`src/rtl/imt_pkg.sv`:
```
// ----------------------------------------------------------------------------
// imt_pkg
// Shared types, sizes, operation codes and the exp(-x) acceptance table
// of the Ising Metropolis / tempering core.
// ----------------------------------------------------------------------------
package imt_pkg;

  // Problem size
  localparam int SPINS       = 64;
  localparam int TEMPS       = 16;
  localparam int REPLICAS    = 2;
  localparam int EXP_ENTRIES = 256;

  localparam int SPIN_W  = $clog2(SPINS);
  localparam int SLOT_W  = $clog2(TEMPS);
  localparam int SLOTS   = REPLICAS * TEMPS;
  localparam int SLOTS_W = $clog2(SLOTS);

  localparam int BOND_DEPTH = SPINS * SPINS;
  localparam int BOND_AW    = $clog2(BOND_DEPTH);
  localparam int SPIN_DEPTH = SLOTS * SPINS;
  localparam int SPIN_AW    = $clog2(SPIN_DEPTH);

  // Datapath widths
  localparam int BOND_W = 16;
  localparam int RSUM_W = 24;
  localparam int EN_W   = 32;
  localparam int BETA_W = 16;
  localparam int RAND_W = 16;
  localparam int ALU_W  = 36;
  localparam int DE_W   = 33;
  localparam int MULB_W = BETA_W + 2;
  localparam int PROD_W = 50;

  // Exp table: entry k ~ 65536 * exp(-k/16)
  localparam int    EXP_AW   = $clog2(EXP_ENTRIES);
  localparam int    EXP_DW   = RAND_W + 1;
  localparam longint EXP_STEP = 64'd4034748382;

  // Operation codes
  localparam logic [2:0] FN_BOND   = 3'd0;
  localparam logic [2:0] FN_SPIN   = 3'd1;
  localparam logic [2:0] FN_BETA   = 3'd2;
  localparam logic [2:0] FN_ENERGY = 3'd3;
  localparam logic [2:0] FN_METRO  = 3'd4;
  localparam logic [2:0] FN_TEMPER = 3'd5;

  // Shared adder operations
  typedef logic alu_op_t;
  localparam alu_op_t ALU_ADD = 1'b0;
  localparam alu_op_t ALU_SUB = 1'b1;

  typedef struct packed {
    logic [2:0]               func;
    logic                     replica_sel;
    logic [3:0]               slot_sel;
    logic [5:0]               row_idx;
    logic [5:0]               col_idx;
    logic signed [15:0]       data_value;
    logic [15:0]              rand_value;
  } imt_in_t;

  typedef struct packed {
    logic                     accepted;
    logic signed [31:0]       slot_energy_out;
    logic signed [31:0]       delta_out;
  } imt_out_t;

  typedef logic [EXP_DW-1:0] exp_tab_t [EXP_ENTRIES];

  // Q0.32 recurrence a_{k+1} = round(a_k * exp(-1/16)), rounded to Q0.16
  function automatic exp_tab_t exp_tab_build();
    exp_tab_t     t;
    logic [127:0] acc;
    acc = 128'd1 << 32;
    for (int k = 0; k < EXP_ENTRIES; k++) begin
      t[k] = EXP_DW'((acc + 128'h8000) >> 16);
      acc  = (acc * 128'(EXP_STEP) + (128'd1 << 31)) >> 32;
    end
    return t;
  endfunction

  localparam exp_tab_t EXP_TAB = exp_tab_build();

  // Accept when rnd < exp(-x), x in Q30.20 and nonnegative
  function automatic logic exp_accept(input logic [PROD_W-1:0] x,
                                      input logic [RAND_W-1:0] rnd);
    logic [PROD_W-17:0] k;
    k = x[PROD_W-1:16];
    if (k >= (PROD_W-16)'(EXP_ENTRIES)) return 1'b0;
    return {1'b0, rnd} < EXP_TAB[k[EXP_AW-1:0]];
  endfunction

  // Saturate to 32 bits signed
  function automatic logic signed [EN_W-1:0] sat32(input logic signed [ALU_W-1:0] v);
    if (v[ALU_W-1:EN_W-1] == '0 || v[ALU_W-1:EN_W-1] == '1) return v[EN_W-1:0];
    if (v[ALU_W-1]) return {1'b1, {(EN_W-1){1'b0}}};
    return {1'b0, {(EN_W-1){1'b1}}};
  endfunction

endpackage

```
`src/rtl/imt_alu.sv`:
```
// ----------------------------------------------------------------------------
// imt_alu
// Shared signed add/subtract unit used by the bond, energy, Metropolis and tempering steps of the sequencer.
// ----------------------------------------------------------------------------
module imt_alu (
  input  imt_pkg::alu_op_t                 op,
  input  logic signed [imt_pkg::ALU_W-1:0] a,
  input  logic signed [imt_pkg::ALU_W-1:0] b,
  output logic signed [imt_pkg::ALU_W-1:0] y
);
  import imt_pkg::*;

  always_comb begin
    case (op)
      ALU_SUB: y = a - b;
      default: y = a + b;
    endcase
  end

endmodule

```
`config.mk`:
```
export PLATFORM = sky130hd
export DESIGN_NAME = imt_alu
export DESIGN_NICKNAME = d
export VERILOG_FILES = /design/src/rtl/imt_pkg.sv /design/src/rtl/imt_alu.sv
export SDC_FILE = /design/constraint.sdc
export NUM_CORES = 1
export LEC_CHECK = 0
export BUFFER_PORTS_ARGS = -buffer_cell sky130_fd_sc_hd__clkbuf_2
export CAP_MARGIN = 10
export CORE_AREA = 2 2 89 91
export DETAILED_ROUTE_END_ITERATION = 8
export DIE_AREA = 0 0 91 93
export PLACE_DENSITY = 0.64
export SETUP_SLACK_MARGIN = 0.2
export SLEW_MARGIN = 20
export SYNTH_ARGS = -nofsm -noshare
export SYNTH_HDL_FRONTEND = slang
export SYNTH_SLANG_ARGS = --single-unit
```
`constraint.sdc`:
```
create_clock -name vclk -period 6
set_input_delay 1.2 -clock vclk [all_inputs]
set_output_delay 1.2 -clock vclk [all_outputs]
set_load 0.05 [all_outputs]
```
==> summary.md, run 1 <==
| Metric | Value |
|---|---|
| DRC viols | `0` |
| Worst-Margin Slew | `roughly 500 ps` |
| Post-synth top area share | `between 10% and 20%` |
| Post-Syn Instances | `407` |
| Initial Util | `36.57%` |
| Finished Cell Area | `between 4000 and 5000 sq um` |
| Diodes inserted | `0` |
| RSZ-0062 raised after global routing | `yes` |
| Most common cell after layout, fill and taps aside | `clkbuf_2` |
| Vias in the first global route | `between 3000 and 4000` |
| Mapped Area | `2753 sq um` |
| Tcrit/Tclk final | `99.97%` |
| Port buffer count | `between 100 and 150` |
| Flip-flop and latch count | `0` |
| Tmin final | `approximately 6000 ps` |
| Critical Path AT | `~4800 ps` |
| Placement Cell Area | `approximately 4100 sq um` |
| Status | `finished, final reports clean` |
| Lkg Pwr | `between 2 and 2.5 nW` |
| Power consumption | `1.090 mW` |
| Peak Freq | `between 0.15 and 0.2 GHz` |
| Max cap viols | `0` |
| Share of the yosys chip area belonging to registers | `0%` |
| Crit start category | `input port` |
| Non-filler cells, final | `680` |
| Post-layout util | `between 60% and 70%` |
| CP Capture Type | `output pin` |
| P per Cell Area | `234.8 nW/um^2` |
| Post-Syn Nets | `517` |
| Vias per cell | `about 5.5` |
| # rows | `32` |
| Post-synth cell types | `54` |
| Final worst setup slack | `about 1.5 ps` |
| Total gr overflow | `0` |
| Gr usage total | `21.89%` |
| Register area | `0 sq um` |
| DR WL/cell | `about 15 um` |
| Finish-stage setup viols | `0` |
| Area Growth Syn to Fin | `68.64%` |
| Pins Over Slew Limit | `0` |
| Dpl ws | `-189.9 ps` |
| # clk buffers | `0` |
| Total core area | `between 7000 and 8000 sq um` |
| Worst VDD drop | `between 100 and 150 uV` |
| Pre-antenna DRT Iters | `5` |
| Largest net degree at the start of global routing | `21` |
| Commonest non-fill, non-tap cells in the layout | `91 x clkbuf_2, 73 x buf_4, 43 x xnor2_1, 40 x nor2_1, 37 x a21oi_1` |
| WHS | `roughly 2900 ps` |
| Post-DRT Antenna Nets | `0` |
| Synth top area cells | `xnor2_1 17%, ha_1 16%, a21oi_1 9.8%` |
| CP Max Fanout | `5` |
| Fraction of layout cells with a size suffix above 1 | `about 47%` |
| Via Count | `3713` |
| Avg Cell Area, Syn | `6.763 sq um` |
| Critical path type | `input port to output pin` |
| Final setup TNS | `0 ps` |
| Largest area contributor in the netlist | `xnor2_1` |
| Routed WL | `10.32 mm` |
| I/O pin total | `109` |
| Initial antenna violation count | `0` |
| Worst Path Required | `about 4800 ps` |
| 1st-iter DRT viols | `between 150 and 200` |
| Fin nets | `690` |
| Gpl congestion | `0.9304` |
| Slew Limit Headroom | `66.44%` |
| Ys Warns | `0` |
| Die Y | `roughly 93 um` |
| Fin. Hold Viols | `0` |
| Post-Place Cells | `660` |
| Dpl hpwl | `8.303 mm` |
| Hold Crit Class | `input port to output pin` |
| Die area | `8463 sq um` |
| Die Wd | `91 um` |
| First-pass GRT wire length | `15.77 mm` |
critical path, stage by stage:
cell and delay (ps):
clkbuf_2 90, or3_4 380, or3_4 340, or4_4 420, nor2b_4 140, xnor2_1 120
ha_1 390, a21oi_2 110, a211oi_2 220, o31a_1 220, a2bb2oi_2 210, a21o_1 240
nor4b_2 80, buf_4 140, nor4_4 250, clkbuf_8 230
logic make-up after synthesis:
group,synth area share (%)
xor gates and xnor gates,21.59
and+or+nand+nor,24.59
buffers and inverters,4.227
adders and majority gates,17.09
muxes,0.3637
AOI/OAI and AO/OA,32.14
final timing paths:
check / endpoint / startpoint / slack [ps] / cells past startpoint
min: y[0] / a[0] / 2910 / 5
max: y[35] / b[5] / 2 / 16
routing by layer:
layer	routed length (um)	vias up	track usage (%)
li1	-	1853	-
met3	389	24	1.934
met2	5298	109	41.30
met1	4412	1727	27.61
met4	221	0	3.030
met5	0	-	0
cell type report:
type               count  area (sq um)
multi-input cells    376          3147
fillers              691          2885
well taps            102         127.6
inverters             16         60.06
repair buffers       186          1308
report_power, final:
part	internal (mW)	total (mW)	switching [mW]
logic	0.431	1.09	0.659
clock network	0	0	0
registers	0	0	0
cells in the mapped netlist (3+ instances only):
| cell | count |
|---|---|
| o21bai_1 | 7 |
| clkbuf_1 | 14 |
| o21ai_1 | 4 |
| nor2_1 | 43 |
| ha_1 | 36 |
| nand2b_1 | 3 |
| inv_1 | 16 |
| a31oi_1 | 9 |
| or3_1 | 6 |
| and3_1 | 4 |
| nor2b_1 | 5 |
| a21oi_1 | 54 |
| o211ai_1 | 3 |
| nand4_1 | 6 |
| nor4_1 | 5 |
| xor2_1 | 13 |
| a211oi_1 | 5 |
| a311oi_1 | 3 |
| o21ai_0 | 22 |
| o21a_1 | 6 |
| a21o_1 | 16 |
| xnor2_1 | 53 |
| nand2_1 | 26 |
| nor3_1 | 11 |
timing repair:
action                     CTS  global route
setup endpoints to repair   13            19
gates resized for setup     38            70
hold buffers                 0             0
buffers inserted             8            12
pin swaps                   17            29
Power figures use the tool's default switching activity.
==> run 2: changes to the inputs <==
--- a/config.mk
+++ b/config.mk
@@ -7,10 +7,10 @@
 export LEC_CHECK = 0
 export BUFFER_PORTS_ARGS = -buffer_cell sky130_fd_sc_hd__clkbuf_2
 export CAP_MARGIN = 10
-export CORE_AREA = 2 2 89 91
+export CORE_AREA = 2 2 92 94
 export DETAILED_ROUTE_END_ITERATION = 8
-export DIE_AREA = 0 0 91 93
-export PLACE_DENSITY = 0.64
+export DIE_AREA = 0 0 94 96
+export PLACE_DENSITY = 0.61
 export SETUP_SLACK_MARGIN = 0.2
 export SLEW_MARGIN = 20
 export SYNTH_ARGS = -nofsm -noshare
==> run 2 against run 1 <==
  * Setup slack gained 51 ps
  * Core utilization is essentially flat
  * Global-route usage down 0.94 points
  * Critical path type unchanged
==> summary.md, run 2 (synthesized netlist as in run 1, its figures left out) <==
| Metric | Value |
|---|---|
| Critical path type | `input port to output pin` |
| Largest net degree at the start of global routing | `22 (+4.8%)` |
| Crit start category | `input port` |
| Routed WL | `10.21 mm (-1.1%)` |
| CP Max Fanout | `4 (-1)` |
| P per Cell Area | `233.1 nW/um^2 (-0.70%)` |
| Diodes inserted | `0 (unchanged)` |
| Sw Share | `58.45% (-2.0 points)` |
| P_int | `0.4809 mW (+12%)` |
| First-pass GRT wire length | `15.69 mm (-0.48%)` |
| Clock share of power | `0% (unchanged)` |
| Hold Buf Count CTS | `0 (unchanged)` |
| Hold Crit Class | `input port to output pin` |
| # rows | `33 (+3.1%)` |
| Placement Cell Area | `4239 sq um (+4.2%)` |
| Flip-flop and latch count | `0 (unchanged)` |
| Via Count | `3752 (+1.1%)` |
| Port buffer count | `109 (unchanged)` |
| CP Capture Type | `output pin` |
| Sequential share of power | `0% (unchanged)` |
| Worst Path Required | `4800 ps (about the same)` |
| Fraction of layout cells with a size suffix above 1 | `50.75% (+3.7 points)` |
| I/O pin total | `109 (unchanged)` |
| Commonest non-fill, non-tap cells in the layout | `94 x buf_4, 88 x clkbuf_2, 43 x xnor2_1, 41 x nor2_1, 32 x a21oi_1` |
| Post-layout util | `61.66% (about the same)` |
| Peak Freq | `0.1681 GHz (+0.86%)` |
| Worst-Margin Slew | `516.6 ps (+20.08 ps)` |
| Die Y | `96 um (+3.2%)` |
| Initial Util | `34.19% (-2.4 points)` |
| Post-DRT Antenna Nets | `0 (unchanged)` |
| Finish-stage setup viols | `0 (unchanged)` |
| Finished Cell Area | `4965 sq um (+7.0%)` |
| Lkg Pwr | `2.290 nW (+5.7%)` |
| Total gr overflow | `0 (unchanged)` |
| P_sw | `0.6764 mW (+2.6%)` |
| WHS | `2906 ps (-1.100 ps)` |
| Pre-antenna DRT Iters | `4 (-1)` |
| Slew Limit Headroom | `65.08% (-1.4 points)` |
| Fin nets | `713 (+3.3%)` |
| Initial antenna violation count | `0 (unchanged)` |
| # clk buffers | `0 (unchanged)` |
| DRC viols | `0 (unchanged)` |
| Die area | `9024 sq um (+6.6%)` |
| Vias in the first global route | `3575 (+4.0%)` |
| Final worst setup slack | `52.90 ps (+51.39 ps)` |
| 1st-iter DRT viols | `154 (-8.3%)` |
| Min-Delay Endpoint | `y[0]` |
| DR WL/cell | `14.46 um (-4.7%)` |
| Tmin final | `5947 ps (-51.39 ps)` |
| RSZ-0062 raised after global routing | `yes` |
| Status | `finished, final reports clean` |
| Pins Over Slew Limit | `0 (unchanged)` |
| Max cap viols | `0 (unchanged)` |
| Area Growth Syn to Fin | `80.36%` |
| Most common cell after layout, fill and taps aside | `buf_4` |
| Gpl congestion | `0.9486 (+2.0%)` |
| Tcrit/Tclk final | `99.12% (-0.86 points)` |
| Register area | `0 sq um (unchanged)` |
| Total core area | `8051 sq um (+7.0%)` |
| Vias per cell | `5.314 (-2.7%)` |
| Power consumption | `1.157 mW (+6.2%)` |
| Dpl ws | `-91.76 ps (+98.14 ps)` |
| Die Wd | `94 um (+3.3%)` |
| Fin. Hold Viols | `0 (unchanged)` |
| CP Launch Point | `b[7]` |
| Comb pwr share | `100.0% (about the same)` |
| Worst Hold Depth | `5 (unchanged)` |
| Hold_sp | `a[0]` |
| Dpl hpwl | `8.318 mm (+0.17%)` |
| Fill cell count | `721 (+4.3%)` |
| Gr usage total | `20.95% (-0.94 points)` |
| Critical Path AT | `4750 ps (-50 ps)` |
| Worst VDD drop | `162.9 uV (+49%)` |
run 2: cell types whose count changed in the layout (fill, tap and decap cells not counted), moves of 4 or more:
cell and change:
a21oi_1 -5, a21oi_2 +6, buf_4 +21, buf_6 +4, clkbuf_4 -4
run 2: critical path, stage by stage:
cell,delay [ps]
buf_6,90
or4_4,560
nor4_4,250
buf_4,180
buf_6,110
a21oi_2,50
xnor2_1,170
ha_2,360
and3_4,200
nand2_2,60
or4_4,510
o31ai_2,240
a21oi_1,70
buf_4,150
o21ai_4,200
xor2_4,180
buf_12,150
run 2: power groups by stage:
stage | clock network [mW] | registers (mW) | logic [mW]
after global routing | 0 | 0 | 1.22
after detailed placement | 0 | 0 | 1.00
final | 0 | 0 | 1.16
after global placement | 0 | 0 | 0.995
after CTS | 0 | 0 | 1.06
after floorplan | 0 | 0 | 0.650
run 2: through the flow:
step | instances | setup TNS [ps]
final | 706 | 0
after global routing | 706 | -312.6
after CTS | 690 | 0
after detailed placement | 681 | -325.0
after global placement | 681 | -150.2
after floorplan | 407 | 0
run 2: final cells by class:
type | instances | area [sq um] | share of cell area [%]
Tap cell | 105 | 131.4 | 2.646
Multi-Input combinational cell | 376 | 3249 | 65.45
Timing Repair Buffer | 209 | 1521 | 30.65
Inverter | 16 | 62.56 | 1.260
run 2: what timing repair did:
item / CTS / global route
setup endpoints to repair: 15 / 20
buffers inserted: 9 / 16
gates cloned: 0 / 0
resized for setup: 40 / 89
pin swaps: 20 / 56
run 2: metal layers:
metal | GRT usage, % | routed length (um) | up-vias
li1 | - | - | 1888
met1 | 27.73 | 4541 | 1736
met2 | 38.45 | 5028 | 115
met3 | 2.036 | 522 | 13
met4 | 1.449 | 116 | 0
met5 | 0 | 0 | -
run 2: worst max path at each step:
stage,cells after the start,endpoint
after floorplan,13,y[27]
after global placement,14,y[33]
after detailed placement,15,y[35]
after CTS,16,y[32]
after global routing,17,y[32]
final,17,y[32]
==> run 3: changes to the inputs <==
--- a/config.mk
+++ b/config.mk
@@ -11,6 +11,7 @@
 export DETAILED_ROUTE_END_ITERATION = 8
 export DIE_AREA = 0 0 94 96
 export PLACE_DENSITY = 0.61
+export RECOVER_POWER = 100
 export SETUP_SLACK_MARGIN = 0.2
 export SLEW_MARGIN = 20
 export SYNTH_ARGS = -nofsm -noshare
==> run 3 against run 2 <==
  * Count of clock-buffer cells in the layout is the same
  * Via count shrank 0.51%
  * Core utilization shrank 0.51 points
  * Die area is the same
==> summary.md, run 3 (synthesized netlist as in run 1, its figures left out) <==
| Metric | Value |
|---|---|
| Die area | `9024 sq um (unchanged)` |
| CP most frequent cell | `or3_4` |
| Flip-flop and latch count | `0 (unchanged)` |
| Fin nets | `713 (unchanged)` |
| P_int | `0.4666 mW (-3.0%)` |
| Diodes inserted | `0 (unchanged)` |
| DRC viols | `0 (unchanged)` |
| Total gr overflow | `0 (unchanged)` |
| Fraction of layout cells with a size suffix above 1 | `47.92% (-2.8 points)` |
| Slowest stage cell, crit path | `or4_4` |
| Gpl congestion | `0.9486 (unchanged)` |
| Tcrit/Tclk final | `99.34% (+0.22 points)` |
| Peak Freq | `0.1678 GHz (-0.22%)` |
| Largest net degree at the start of global routing | `22 (unchanged)` |
| Port buffer count | `109 (unchanged)` |
| I/O pin total | `109 (unchanged)` |
| Sequential share of power | `0% (unchanged)` |
| Delay-heaviest family, CP | `simple AND/OR/NAND/NOR gates` |
| First-pass GRT wire length | `15.69 mm (unchanged)` |
| Tmin final | `5960 ps (+13.23 ps)` |
| Status | `finished, final reports clean` |
| Total core area | `8051 sq um (unchanged)` |
| RSZ-0062 raised after global routing | `yes` |
| Worst VDD drop | `157.6 uV (-3.2%)` |
| Hold Crit Class | `input port to output pin` |
| Initial Util | `34.19% (unchanged)` |
| Die Wd | `94 um (unchanged)` |
| Vias in the first global route | `3575 (unchanged)` |
| CP Max Fanout | `5 (+1)` |
| DR WL/cell | `14.34 um (-0.81%)` |
| Slew Limit Headroom | `60.44% (-4.6 points)` |
| Fin. Hold Viols | `0 (unchanged)` |
| Max cap viols | `0 (unchanged)` |
| Clock share of power | `0% (unchanged)` |
| Routed WL | `10.13 mm (-0.81%)` |
| Dpl ws | `-91.76 ps (unchanged)` |
| CP cell instances | `buf_6 -> or3_4 -> or3_4 -> or4_4 -> nor2b_4 -> xnor2_1 -> ha_2 -> nand4_1 -> buf_4 -> o21a_1 -> o41ai_4 -> buf_2 -> a41oi_4 -> xnor2_2 -> buf_12` |
| Commonest non-fill, non-tap cells in the layout | `91 x buf_4, 79 x clkbuf_2, 43 x xnor2_1, 41 x nor2_1, 32 x a21oi_1` |
| Lkg Pwr | `2.242 nW (-2.1%)` |
| Worst Path Buf+Inv | `4 (-1)` |
| Comb pwr share | `100.0% (about the same)` |
| Die Y | `96 um (unchanged)` |
| Hold Buf Count CTS | `0 (unchanged)` |
| # rows | `33 (unchanged)` |
| Post-layout util | `61.15% (-0.51 points)` |
| Gr usage total | `20.95% (unchanged)` |
| Pins Over Slew Limit | `0 (unchanged)` |
| Initial antenna violation count | `0 (unchanged)` |
| Register area | `0 sq um (unchanged)` |
| Dpl hpwl | `8.318 mm (unchanged)` |
| CP Capture Type | `output pin` |
| Crit start category | `input port` |
| Critical path type | `input port to output pin` |
| P per Cell Area | `231.6 nW/um^2 (-0.66%)` |
| Via Count | `3733 (-0.51%)` |
| Sw Share | `59.07% (+0.63 points)` |
| # clk buffers | `0 (unchanged)` |
| Worst-Margin Slew | `596.0 ps (+79.40 ps)` |
| Vias per cell | `5.288 (-0.51%)` |
| Worst Path Required | `4800 ps (about the same)` |
| Most common cell after layout, fill and taps aside | `buf_4` |
| Max stage delay on crit path | `410 ps (-150 ps)` |
| Area Growth Syn to Fin | `78.86%` |
| Post-DRT Antenna Nets | `0 (unchanged)` |
| P_sw | `0.6735 mW (-0.43%)` |
| 1st-iter DRT viols | `157 (+1.9%)` |
| Pre-antenna DRT Iters | `4 (unchanged)` |
| Finish-stage setup viols | `0 (unchanged)` |
| Final worst setup slack | `39.67 ps (-13.23 ps)` |
| Critical Path AT | `4760 ps (about the same)` |
[run 3: what timing repair did]
action                     4_1_cts  5_1_grt
setup buffers                    9       16
setup endpoints to repair       15       20
resized for setup               40       89
cloned                           0        0
pin swaps                       20       56
[run 3: layout make-up]
type / instances / area [sq um]
fill: 732 / 3128
inverter: 16 / 62.56
multi-input combinational: 376 / 3237
tap: 105 / 131.4
timing repair buffer: 209 / 1493
[run 3: power by group through the flow]
stage	Clock (mW)	Sequential [mW]	Combinational [mW]
floorplan	0	0	0.650
global placement	0	0	0.995
detailed placement	0	0	1.00
CTS	0	0	1.06
global route	0	0	1.21
finish	0	0	1.14
[run 3: metrics by stage]
step	TNS [ps]	power, mW	area [sq um]	hold WS, ps	instances
floorplan	0	0.6495	2909	2681	407
global placement	-150.2	0.9955	4239	2889	681
detailed placement	-325.0	1.002	4239	2912	681
CTS	0	1.063	4498	2913	690
global route	-375.9	1.208	4923	2992	706
finish	0	1.140	4923	2947	706
[run 3: worst min-delay path, cell delays in order]
cell and delay [ps]:
clkbuf_2 80, ha_1 210, xnor2_2 100, buf_12 150
[run 3: per-layer routing]
| metal | vias to the layer above | share of wire (%) | track usage, % |
|---|---|---|---|
| li1 | 1889 | - | - |
| met3 | 10 | 4.9 | 2.036 |
| met5 | - | 0 | 0 |
| met2 | 106 | 50 | 38.45 |
| met4 | 0 | 0.93 | 1.449 |
| met1 | 1728 | 44 | 27.73 |
[run 3: worst paths after layout]
kind / from / end / cells past startpoint
max: b[5] / y[33] / 15
min: a[34] / y[34] / 4
